### src/hw/rtl/bgedu_pkg.sv
// Shared types and constants for the battery gauge EMA/deadband unit.
// Register indexes, reset values and field widths. No dependencies.
package bgedu_pkg;

    localparam int MV_W    = 16;
    localparam int MA_W    = 16;
    localparam int ALPHA_W = 16;
    localparam int PCT_W   = 7;
    localparam int FILT_W  = 32;
    localparam int CFG_AW  = 3;
    localparam int CFG_DW  = 16;

    localparam logic [CFG_AW-1:0] REG_ALPHA     = 3'd0;
    localparam logic [CFG_AW-1:0] REG_EMPTY     = 3'd1;
    localparam logic [CFG_AW-1:0] REG_FULL      = 3'd2;
    localparam logic [CFG_AW-1:0] REG_DEADBAND  = 3'd3;
    localparam logic [CFG_AW-1:0] REG_THRESHOLD = 3'd4;

    localparam logic [ALPHA_W-1:0] ALPHA_RST     = 16'd6554;
    localparam logic [MV_W-1:0]    EMPTY_RST     = 16'd9000;
    localparam logic [MV_W-1:0]    FULL_RST      = 16'd12600;
    localparam logic [PCT_W-1:0]   DEADBAND_RST  = 7'd2;
    localparam logic [MA_W-1:0]    THRESHOLD_RST = 16'd100;

    localparam logic [PCT_W-1:0]   PCT_FULL      = 7'd100;

    typedef struct packed {
        logic [PCT_W-1:0] level_pct;
        logic             level_changed;
        logic             is_charging;
        logic             charging_changed;
    } gauge_out_t;

    typedef struct packed {
        logic start;
        logic done;
    } seq_ctl_t;

endpackage

### src/hw/rtl/bgedu_ema.sv
// Bit-serial moving-average update: one multiplier bit of alpha and of
// (1 - alpha) per cycle, MSB first. Depends on bgedu_pkg.
module bgedu_ema (
    input  logic                          aclk,
    input  logic                          aresetn,
    input  logic                          start,
    input  logic [bgedu_pkg::ALPHA_W-1:0] alpha,
    input  logic [bgedu_pkg::MV_W-1:0]    sample_mv,
    input  logic [bgedu_pkg::FILT_W-1:0]  old_q16,
    output logic                          done,
    output logic [bgedu_pkg::FILT_W-1:0]  new_q16
);
    import bgedu_pkg::*;

    localparam int ACC_W = 48;
    localparam int MUL_W = ALPHA_W + 1;

    logic [ACC_W-1:0]  acc_reg, acc_next;
    logic [MUL_W-1:0]  m_reg, a_reg;
    logic [FILT_W-1:0] old_reg;
    logic [MV_W-1:0]   v_reg;
    logic [4:0]        cnt_reg;
    logic              busy_reg, done_reg;
    logic [ACC_W-1:0]  add_old, add_new;

    assign add_old  = m_reg[MUL_W-1] ? {16'd0, old_reg} : '0;
    assign add_new  = a_reg[MUL_W-1] ? {16'd0, v_reg, 16'd0} : '0;
    assign acc_next = {acc_reg[ACC_W-2:0], 1'b0} + add_old + add_new;

    always_ff @(posedge aclk) begin
        if (!aresetn) begin
            busy_reg <= 1'b0;
            done_reg <= 1'b0;
            cnt_reg  <= '0;
        end else begin
            done_reg <= 1'b0;
            if (start) begin
                if (old_q16 == '0) begin
                    done_reg <= 1'b1;
                end else begin
                    busy_reg <= 1'b1;
                    cnt_reg  <= 5'(MUL_W - 1);
                end
            end else if (busy_reg) begin
                cnt_reg <= cnt_reg - 5'd1;
                if (cnt_reg == '0) begin
                    busy_reg <= 1'b0;
                    done_reg <= 1'b1;
                end
            end
        end
    end

    always_ff @(posedge aclk) begin
        if (start) begin
            old_reg <= old_q16;
            v_reg   <= sample_mv;
            a_reg   <= {1'b0, alpha};
            m_reg   <= 17'h10000 - {1'b0, alpha};
            if (old_q16 == '0) begin
                acc_reg <= {sample_mv, 32'd0};
            end else begin
                acc_reg <= '0;
            end
        end else if (busy_reg) begin
            acc_reg <= acc_next;
            a_reg   <= {a_reg[MUL_W-2:0], 1'b0};
            m_reg   <= {m_reg[MUL_W-2:0], 1'b0};
        end
    end

    assign done    = done_reg;
    assign new_q16 = acc_reg[47:16];

endmodule

### src/hw/rtl/bgedu_div.sv
// Percent mapping: range checks, then a restoring divider that retires
// one quotient bit per cycle. Depends on bgedu_pkg.
module bgedu_div (
    input  logic                         aclk,
    input  logic                         aresetn,
    input  logic                         start,
    input  logic [bgedu_pkg::FILT_W-1:0] avg_q16,
    input  logic [bgedu_pkg::MV_W-1:0]   empty_mv,
    input  logic [bgedu_pkg::MV_W-1:0]   full_mv,
    output logic                         done,
    output logic [bgedu_pkg::PCT_W-1:0]  pct
);
    import bgedu_pkg::*;

    localparam int NUM_W = 23;
    localparam int DEN_W = MV_W + PCT_W - 1;
    localparam int PRD_W = FILT_W + 7;

    logic [FILT_W-1:0]  d_reg;
    logic [MV_W-1:0]    s_reg;
    logic               zero_reg, prep_reg, busy_reg, done_reg;
    logic [NUM_W-1:0]   rem_reg;
    logic [DEN_W-1:0]   den_reg;
    logic [PCT_W-1:0]   q_reg;
    logic [2:0]         cnt_reg;
    logic [PRD_W-1:0]   prod;
    logic               ge;

    assign prod = {1'b0, d_reg[FILT_W-1:0], 6'd0} + {2'b0, d_reg[FILT_W-1:0], 5'd0}
                + {5'b0, d_reg[FILT_W-1:0], 2'd0};
    assign ge   = rem_reg >= {1'b0, den_reg};

    always_ff @(posedge aclk) begin
        if (!aresetn) begin
            prep_reg <= 1'b0;
            busy_reg <= 1'b0;
            done_reg <= 1'b0;
            cnt_reg  <= '0;
        end else begin
            done_reg <= 1'b0;
            prep_reg <= start;
            if (prep_reg) begin
                if (zero_reg || d_reg[FILT_W-1:16] >= s_reg) begin
                    done_reg <= 1'b1;
                end else begin
                    busy_reg <= 1'b1;
                    cnt_reg  <= 3'(PCT_W - 1);
                end
            end else if (busy_reg) begin
                cnt_reg <= cnt_reg - 3'd1;
                if (cnt_reg == '0) begin
                    busy_reg <= 1'b0;
                    done_reg <= 1'b1;
                end
            end
        end
    end

    always_ff @(posedge aclk) begin
        if (start) begin
            d_reg    <= avg_q16 - {empty_mv, 16'd0};
            s_reg    <= full_mv - empty_mv;
            zero_reg <= (full_mv <= empty_mv) || (avg_q16 <= {empty_mv, 16'd0});
        end
        if (prep_reg) begin
            rem_reg <= prod[PRD_W-1:16];
            den_reg <= {s_reg, 6'd0};
            if (zero_reg) begin
                q_reg <= '0;
            end else if (d_reg[FILT_W-1:16] >= s_reg) begin
                q_reg <= PCT_FULL;
            end else begin
                q_reg <= '0;
            end
        end else if (busy_reg) begin
            if (ge) begin
                rem_reg <= rem_reg - {1'b0, den_reg};
            end
            q_reg   <= {q_reg[PCT_W-2:0], ge};
            den_reg <= {1'b0, den_reg[DEN_W-1:1]};
        end
    end

    assign done = done_reg;
    assign pct  = q_reg;

endmodule

### src/hw/rtl/battery_gauge_ema_deadband_unit.sv
// Battery gauge top level: configuration registers, sequencer, deadband
// and charging logic. Depends on bgedu_pkg, bgedu_ema and bgedu_div.
//
// One sample word in, one result word out. A word passes from acceptance
// to result through the bit-serial average update (bypassed when the filter
// is unseeded) and the percent divider (one quotient bit per cycle, bypassed
// when the percent clamps). A new sample is taken the cycle after the
// previous result has moved into the output register, even while that
// result still waits there; a waiting result stalls the sequencer only
// when the next result is ready to load.
module battery_gauge_ema_deadband_unit (
    input  logic                          aclk,
    input  logic                          aresetn,
    input  logic                          s_tvalid,
    output logic                          s_tready,
    input  logic [31:0]                   s_tdata,   // voltage_mv, current_ma
    output logic                          m_tvalid,
    input  logic                          m_tready,
    output logic [15:0]                   m_tdata,   // level_pct, level_changed,
                                                     // is_charging, charging_changed
    input  logic                          cfg_we,
    input  logic [bgedu_pkg::CFG_AW-1:0]  cfg_addr,
    input  logic [bgedu_pkg::CFG_DW-1:0]  cfg_wdata
);
    import bgedu_pkg::*;

    typedef enum logic [3:0] {
        ST_IDLE = 4'b0001,
        ST_EMA  = 4'b0010,
        ST_DIV  = 4'b0100,
        ST_OUT  = 4'b1000
    } state_t;

    state_t              state_reg, state_next;
    logic [ALPHA_W-1:0]  alpha_reg;
    logic [MV_W-1:0]     empty_reg, full_reg;
    logic [PCT_W-1:0]    db_reg;
    logic signed [MA_W-1:0] thr_reg;

    logic [FILT_W-1:0]   filt_reg;
    logic [PCT_W-1:0]    level_reg, pct_reg;
    logic                chg_reg, chg_new_reg;
    logic                out_valid_reg;
    gauge_out_t          out_reg;

    seq_ctl_t            ema_ctl, div_ctl;
    logic [FILT_W-1:0]   ema_res;
    logic [PCT_W-1:0]    div_pct;
    logic                accept, out_free, load_out;
    logic [PCT_W-1:0]    diff;
    logic                lvl_upd;

    assign s_tready = (state_reg == ST_IDLE);
    assign accept   = s_tvalid && s_tready;
    assign out_free = !out_valid_reg || m_tready;
    assign load_out = (state_reg == ST_OUT) && out_free;

    assign ema_ctl.start = accept;
    assign div_ctl.start = ema_ctl.done;

    bgedu_ema u_ema (
        .aclk      (aclk),
        .aresetn   (aresetn),
        .start     (ema_ctl.start),
        .alpha     (alpha_reg),
        .sample_mv (s_tdata[15:0]),
        .old_q16   (filt_reg),
        .done      (ema_ctl.done),
        .new_q16   (ema_res)
    );

    bgedu_div u_div (
        .aclk     (aclk),
        .aresetn  (aresetn),
        .start    (div_ctl.start),
        .avg_q16  (ema_res),
        .empty_mv (empty_reg),
        .full_mv  (full_reg),
        .done     (div_ctl.done),
        .pct      (div_pct)
    );

    assign diff    = (pct_reg >= level_reg) ? pct_reg - level_reg : level_reg - pct_reg;
    assign lvl_upd = diff >= db_reg;

    always_comb begin
        state_next = state_reg;
        case (state_reg)
            ST_IDLE: if (accept)       state_next = ST_EMA;
            ST_EMA:  if (ema_ctl.done) state_next = ST_DIV;
            ST_DIV:  if (div_ctl.done) state_next = ST_OUT;
            ST_OUT:  if (out_free)     state_next = ST_IDLE;
            default:                   state_next = ST_IDLE;
        endcase
    end

    always_ff @(posedge aclk) begin
        if (!aresetn) begin
            state_reg     <= ST_IDLE;
            alpha_reg     <= ALPHA_RST;
            empty_reg     <= EMPTY_RST;
            full_reg      <= FULL_RST;
            db_reg        <= DEADBAND_RST;
            thr_reg       <= THRESHOLD_RST;
            filt_reg      <= '0;
            level_reg     <= '0;
            chg_reg       <= 1'b0;
            out_valid_reg <= 1'b0;
        end else begin
            state_reg <= state_next;
            if (cfg_we) begin
                case (cfg_addr)
                    REG_ALPHA:     alpha_reg <= cfg_wdata;
                    REG_EMPTY:     empty_reg <= cfg_wdata;
                    REG_FULL:      full_reg  <= cfg_wdata;
                    REG_DEADBAND:  db_reg    <= cfg_wdata[PCT_W-1:0];
                    REG_THRESHOLD: thr_reg   <= cfg_wdata;
                    default: ;
                endcase
            end
            if (ema_ctl.done) begin
                filt_reg <= ema_res;
            end
            if (load_out) begin
                out_valid_reg <= 1'b1;
                chg_reg       <= chg_new_reg;
                if (lvl_upd) begin
                    level_reg <= pct_reg;
                end
            end else if (m_tready) begin
                out_valid_reg <= 1'b0;
            end
        end
    end

    always_ff @(posedge aclk) begin
        if (accept) begin
            chg_new_reg <= $signed(s_tdata[31:16]) > thr_reg;
        end
        if (div_ctl.done) begin
            pct_reg <= div_pct;
        end
        if (load_out) begin
            out_reg.level_pct        <= lvl_upd ? pct_reg : level_reg;
            out_reg.level_changed    <= lvl_upd;
            out_reg.is_charging      <= chg_new_reg;
            out_reg.charging_changed <= chg_new_reg != chg_reg;
        end
    end

    assign m_tvalid = out_valid_reg;
    assign m_tdata  = {6'd0, out_reg.charging_changed, out_reg.is_charging,
                       out_reg.level_changed, out_reg.level_pct};

endmodule
### config.mk
export PLATFORM = sky130hd
export DESIGN_NAME = battery_gauge_ema_deadband_unit
export DESIGN_NICKNAME = d
export VERILOG_FILES = /design/src/hw/rtl/bgedu_pkg.sv /design/src/hw/rtl/bgedu_ema.sv /design/src/hw/rtl/bgedu_div.sv /design/src/hw/rtl/battery_gauge_ema_deadband_unit.sv
export SDC_FILE = /design/constraint.sdc
export NUM_CORES = 1
export LEC_CHECK = 0
export BUFFER_PORTS_ARGS = -buffer_cell sky130_fd_sc_hd__buf_2
export CAP_MARGIN = 0
export CORE_MARGIN = 10
export CORE_UTILIZATION = 60
export DETAILED_ROUTE_END_ITERATION = 16
export GPL_ROUTABILITY_DRIVEN = 1
export HOLD_SLACK_MARGIN = 0.1
export PLACE_DENSITY = 0.77
export SLEW_MARGIN = 0
export SYNTH_ARGS = -nofsm -noshare
export SYNTH_HDL_FRONTEND = slang
export SYNTH_SLANG_ARGS = --single-unit
### constraint.sdc
create_clock -name aclk -period 4.1 [get_ports aclk]
set_clock_uncertainty 0.1 [all_clocks]
set_input_delay 0.615 -clock aclk [delete_from_list [all_inputs] [get_ports aclk]]
set_output_delay 0.615 -clock aclk [all_outputs]
set_load 0.02 [all_outputs]
* Yosys cells after proc, flatten, opt, wreduce, memory -nomap -nowiden
Cells that the tools add are included.
** Storage, ports and cells
- Logic and storage cells :: 142
- Register bits :: 378
** Operators by class
- $lt $le $gt $ge :: 7
- Eq/ne operators :: 15
- Reductions and logical operators :: 23
- $add $sub $neg :: 12
- Muxes and demuxes :: 49
** Operators by type and width (number)
- two-way mux 48 bit :: 3
- adder 48 bit :: 2
- two-way mux 23 bit :: 3
- two-way mux 32 bit :: 2
- two-way mux 22 bit :: 2
- two-way mux 7 bit :: 6
- adder 38 x 37 -> 39 bit :: 1
- adder 39 x 34 -> 39 bit :: 1
- two-way mux 17 bit :: 2
- <= comparator 32 bit :: 1
- logical NOT 32 bit :: 1
- two-way mux 16 bit :: 2
- subtractor 32 bit :: 1
- >= comparator 23 x 22 -> 1 bit :: 1
- subtractor 23 x 22 -> 23 bit :: 1
- two-way mux 1 bit :: 18
- subtractor 17 x 16 -> 17 bit, first input constant :: 1
- >= comparator 16 bit :: 1
- greater-than comparator 16 bit :: 1
- <= comparator 16 bit :: 1
- two-way mux 4 bit :: 4
- one-hot mux 4 bit (4 select lines) :: 1
- AND reduction 2 bit :: 8
- subtractor 16 bit :: 1
- 23 further kinds :: 41

* Logic depth before layout (Yosys ltp)
- Depth after elaboration :: 5
- Depth in mapped cells :: 18
- Depth with buffers taken out :: 17

* Modules after synthesis
From an unflattened synthesis, not the netlist that was laid out.
** Second synthesis, totals
- Cell total of the unflattened synthesis :: 2383
- Area, all modules :: 23663.9 um2
** Modules (own cells, without submodules)
- bgedu_div :: area an instance 9062.4 um2, instances 1, cells each 945
- bgedu_ema :: area an instance 8423.1 um2, instances 1, cells each 756
- battery_gauge_ema_deadband_unit :: area an instance 6178.4 um2, instances 1, cells each 682

* Least setup slack after synthesis
No wires, ideal clock.
- Path kind :: flip-flop to flip-flop
- Start point :: reg state_reg[1]
- End point :: reg u_ema.cnt_reg[3]
- Path buffers :: 1
- Arrival :: 4.322 ns
- Setup time :: 0.115 ns
- Path slack :: -0.437 ns
- Data required time :: 3.885 ns
- Cell stages (with the launch flop) :: 9
- Cells stage by stage :: dfxtp_1 > clkbuf_1 > nor4b_1 > nand2_1 > nand2b_1 > nand2b_1 > nor4_1 > xnor2_1 > nor2_1
** On the way
- Cells in the longest elaborated chain, start to end :: 4
- Elaborated cells between the ends (all ways) :: 6
- Classes of those cells :: eq/ne (2); mux (1); reduce/logical (3)
** RTL lines
- start: declaration :: line battery_gauge_ema_deadband_unit.sv:34 : state_t state_reg, state_next;
- start signal: assignment :: line battery_gauge_ema_deadband_unit.sv:110 : state_reg <= state_next;
- equality test 4 x 1 -> 1 bit * :: line battery_gauge_ema_deadband_unit.sv:53 : assign s_tready = (state_reg == ST_IDLE);
- net s_tready :: line battery_gauge_ema_deadband_unit.sv:15 : output logic s_tready,
- logical AND 1 bit * :: line battery_gauge_ema_deadband_unit.sv:54 : assign accept = s_tvalid && s_tready;
- != test 2 bit (no source line) / nonzero test 2 bit (equally long branches)
- AND reduction 2 bit (no source line)
- end signal: assignment :: line bgedu_ema.sv:42 : cnt_reg <= 5'(MUL_W - 1);
- end signal: assignment :: line bgedu_ema.sv:45 : cnt_reg <= cnt_reg - 5'd1;
- end: declaration :: line bgedu_ema.sv:22 : logic [4:0] cnt_reg;
The timed path passes the listed nets; every way through them passes the cells marked *.
A chain may end at the register's enable or synchronous reset.

* Final worst setup path
- Start point :: reg pct_reg[0]
- End point :: reg level_reg[2]
** On the way
- Cells in the longest elaborated chain, start to end :: 4
- Elaborated cells between the ends (all ways) :: 6
- Classes of those cells :: add/sub (2); order compare (2); mux (2)
** RTL lines
- start: declaration :: line battery_gauge_ema_deadband_unit.sv:41 : logic [PCT_W-1:0] level_reg, pct_reg;
- start signal: assignment :: line battery_gauge_ema_deadband_unit.sv:141 : pct_reg <= div_pct;
- subtractor 7 bit / >= comparator 7 bit (equally long branches) :: line battery_gauge_ema_deadband_unit.sv:83 : assign diff = (pct_reg >= level_reg) ? pct_reg - level_reg : level_reg - pct_reg;
- two-way mux 7 bit * :: line battery_gauge_ema_deadband_unit.sv:83
- >= comparator 7 bit * :: line battery_gauge_ema_deadband_unit.sv:84 : assign lvl_upd = diff >= db_reg;
- two-way mux 7 bit *
- end signal: assignment :: line battery_gauge_ema_deadband_unit.sv:128 : level_reg <= pct_reg;
- end: declaration :: line battery_gauge_ema_deadband_unit.sv:41
Every way passes the cells marked *; elsewhere a longest branch is shown, timed or not.

==> impl_results.rst <==
.. list-table::
   :header-rows: 1

   * - Metric
     - Value
   * - Arrival @ worst endpoint
     - 4.24 ns
   * - CP Cell Sequence
     - ha_1, nand2b_1, a21oi_1, o21bai_1, a31oi_2, o21ai_2, o21ai_2, mux2_2, a211o_1, a311oi_2, ha_1, a21o_1, a21o_1, and2_1, mux2i_1
   * - Number of vias after detailed routing
     - 16900
   * - I/O pins
     - 74
   * - Highest clock rate
     - 255 MHz
   * - Clock latency reported for the late side of the worst-skew pair
     - 0.56 ns
   * - Number of global-route vias before repair
     - 16700
   * - Post-DR vias/cell
     - 5.76
   * - RSZ-0062 raised after global routing
     - false
   * - Number of port buffers
     - 67
   * - Flip-flop cell with the highest count after synthesis
     - edfxtp_1
   * - Root buffer cell
     - clkbuf_16
   * - Cells after synthesis
     - 2333
   * - Height of the chip
     - 215 um
   * - Worst Setup Slack, final
     - 0.179 ns
   * - Post-synth EDFFs
     - 241
   * - Final sum of negative setup slack
     - 0 ns
   * - Number of standard cells in the layout, taps in and fillers out
     - 2934
   * - Startpoint of the most critical hold path
     - s_tdata[7]
   * - TritonCTS Sinks
     - 377
   * - Placed Instances
     - 2856
   * - Fraction of the yosys area taken by sequential cells
     - 0.435
   * - CP endpoint kind
     - flip-flop
   * - FF+latch count, synth
     - 377
   * - Number of violations reported at the end of detailed-routing iteration 0
     - 1340
   * - Number of antenna-violating nets in the routed design
     - 0
   * - Detailed-route wire length per cell
     - 18.0 um
   * - Detailed-placement wirelength estimate
     - 39000 um
   * - Width of the die
     - 215 um
   * - Initial antenna violation count
     - 0
   * - Number of standard-cell rows in the floorplan
     - 71
   * - Most common library cell in the layout ignoring fill and taps
     - nand2_1
   * - Detailed-router iteration count before antenna repair
     - 5
   * - Fraction of registers with async set or reset after synthesis
     - 0
   * - Final global-route overflow total
     - 0
   * - Pins over their slew limit
     - 0
   * - Clock-pin slew on the worst setup and hold paths
     - 0.06 ns
   * - Post-route minimum period
     - 3.92 ns
   * - Post-synthesis average cell area
     - 9.81 um2
   * - Critical Setup Path Class
     - flip-flop to flip-flop
   * - Number of synthesis warnings
     - 0
   * - Hold WC Path Type
     - primary input to flip-flop
   * - Headroom to the max-slew limit
     - 0.280
   * - Largest stage delay, worst path
     - 0.43 ns
   * - Startpoint of the lowest-slack register-to-register path
     - pct_reg[0]
   * - Worst IR drop on VDD
     - 0.530 mV
   * - Worst slack on hold paths
     - 0.149 ns
   * - Static power due to leakage
     - 10.3 nW
   * - Post-layout net count
     - 2687
   * - Drt drc
     - 0
   * - Share of the cycle needed by the critical path after routing
     - 0.956
   * - Reported max-cap violation count
     - 0
   * - Hold_buf cts
     - 0
   * - CTS Buf Count
     - 40
   * - Worst Path Required
     - 4.42 ns
   * - Synth unique cells
     - 79
   * - Pwr dens
     - 566 nW/um2
   * - GR Util All Layers
     - 0.225
   * - Final Core Density
     - 0.667
   * - Maximum fanout encountered on the critical timing path
     - 7
   * - Clock Path Buffers
     - 3
   * - DRT Wirelength
     - 52800 um
   * - Mapped cell area
     - 22900 um2
   * - Commonest cells after routing, fill and taps aside
     - nand2_1 (340), edfxtp_1 (241), inv_1 (198), ha_1 (191), dfxtp_1 (133)
   * - TritonCTS clock tree
     - built
   * - DP Worst Slack
     - 0.0816 ns
   * - Area Overhead vs Synth
     - 9.73%
   * - Standard cell core area
     - 37700 um2
   * - Placer Congestion
     - 0.939
   * - Standard cell with the maximum stage delay on the critical path
     - edfxtp_1
   * - Total die area
     - 46400 um2
   * - Result of the run
     - completed
   * - Fraction of final layout cells sized beyond drive strength 1
     - 0.0776
   * - Worst setup startpoint
     - pct_reg[0]
   * - Setup crit start kind
     - flip-flop
   * - CTS H-Tree Depth
     - 2
   * - Global-route wire length before repair
     - 85900 um
   * - Largest net degree at the start of global routing
     - 82
   * - Effective utilization at floorplan
     - 0.608
   * - Max reg flops
     - 48
   * - Setup-violating endpoint count in the final report
     - 0
   * - Number of fillers in the final layout
     - 3003
   * - Least-Margin Pin Slew
     - 1.08 ns
   * - Number of hold violations in the final report
     - 0
==> cell type report <==
| type | instances | area [um2] | area share |
|---|---|---|---|
| clock inverters | 14 | 155 | 0.00618 |
| clock buffers | 60 | 1130 | 0.0449 |
| inverters | 202 | 759 | 0.0302 |
| repair buffers | 93 | 571 | 0.0227 |
| flip-flops and latches | 377 | 9970 | 0.397 |
| multi-input cells | 1676 | 11900 | 0.473 |
| well taps | 511 | 639 | 0.0255 |
| diodes | 1 | 2.50 | 0.0000997 |
==> stage by stage <==
stage / power [W] / instance area, um2
2_1_floorplan: 0.00921 / 22900
3_3_place_gp: 0.0104 / 23800
3_5_place_dp: 0.0106 / 23800
4_1_cts: 0.0142 / 25100
5_1_grt: 0.0151 / 25100
6_report: 0.0142 / 25100
==> logic make-up (layout without fill, tap and decap cells) <==
kind of cell,Yosys count,in the layout,share of synthesized area
xor+xnor,116,116,0.0444
other cells,1,7,0.000164
fa+ha+maj,241,241,0.148
flops,377,377,0.435
simple gates,763,763,0.157
compound gates,486,487,0.139
buf+inv,286,369,0.0482
mux,63,63,0.0278
==> worst max-delay path: cells and delay by family (launching register included) <==
family	cells	cell delay, ns
DFF	1	0.43
adders and majority gates	2	0.59
AOI/OAI and AO/OA	9	1.68
and+or+nand+nor	2	0.47
muxes	2	0.53
==> layer usage <==
metal	up-vias	GRT usage	part of all wire
met3	70	0.0265	0.054
met4	0	0.0659	0.020
met2	495	0.362	0.47
met5	-	0	0
li1	8267	-	-
met1	8059	0.313	0.46
==> synth_stat cells, drive strengths merged (4+ instances only) <==
| master | count | area (um2) |
|---|---|---|
| mux2i | 58 | 581 |
| or3 | 11 | 68.8 |
| nor4 | 16 | 100 |
| edfxtp | 241 | 7240 |
| o311ai | 4 | 42.6 |
| o2111ai | 7 | 78.8 |
| mux2 | 5 | 56.3 |
| xor2 | 39 | 342 |
| a21o | 61 | 458 |
| nor3 | 31 | 165 |
| nand2 | 341 | 1280 |
| and4 | 6 | 52.6 |
| nor3b | 4 | 30.0 |
| and2 | 37 | 231 |
| o21ai | 127 | 647 |
| a21boi | 57 | 428 |
| a311oi | 4 | 35.0 |
| a31oi | 13 | 96.3 |
| fa | 50 | 1000 |
| xnor2 | 77 | 674 |
| nand4 | 25 | 156 |
| a211oi | 16 | 125 |
| or2 | 9 | 56.3 |
| ha | 191 | 2390 |
| o211ai | 12 | 90.1 |
| a21oi | 110 | 554 |
| inv | 201 | 754 |
| and3 | 19 | 119 |
| o21bai | 17 | 128 |
| dfxtp | 136 | 2720 |
| nand2b | 20 | 125 |
| nor2b | 60 | 375 |
| nand3b | 9 | 67.6 |
| o31ai | 10 | 75.1 |
| nand3 | 49 | 245 |
| clkbuf | 63 | 236 |
| nor2 | 116 | 435 |
| o21a | 18 | 135 |
| a22o | 4 | 35.0 |
| buf | 21 | 109 |
| nor4b | 4 | 35.0 |
==> worst paths after layout <==
check                                 endpoint  slack, ns  cells after the start
worst max-delay path              level_reg[2]       0.18                     15
worst min-delay path            u_ema.v_reg[7]       0.15                      1
worst max register to register    level_reg[2]       0.18                     15
worst min register to register      pct_reg[6]       0.35                      0
==> power by group <==
group	switching (W)	total, W	internal, W
clock	0.00150	0.00355	0.00205
combinational	0.00307	0.00524	0.00217
sequential	0.000580	0.00543	0.00485
==> repair_timing <==
action	in CTS	in global routing
buffers inserted	0	2
setup endpoints to repair	0	17
gates resized for setup	0	6
(Power assumes the default switching activity.)
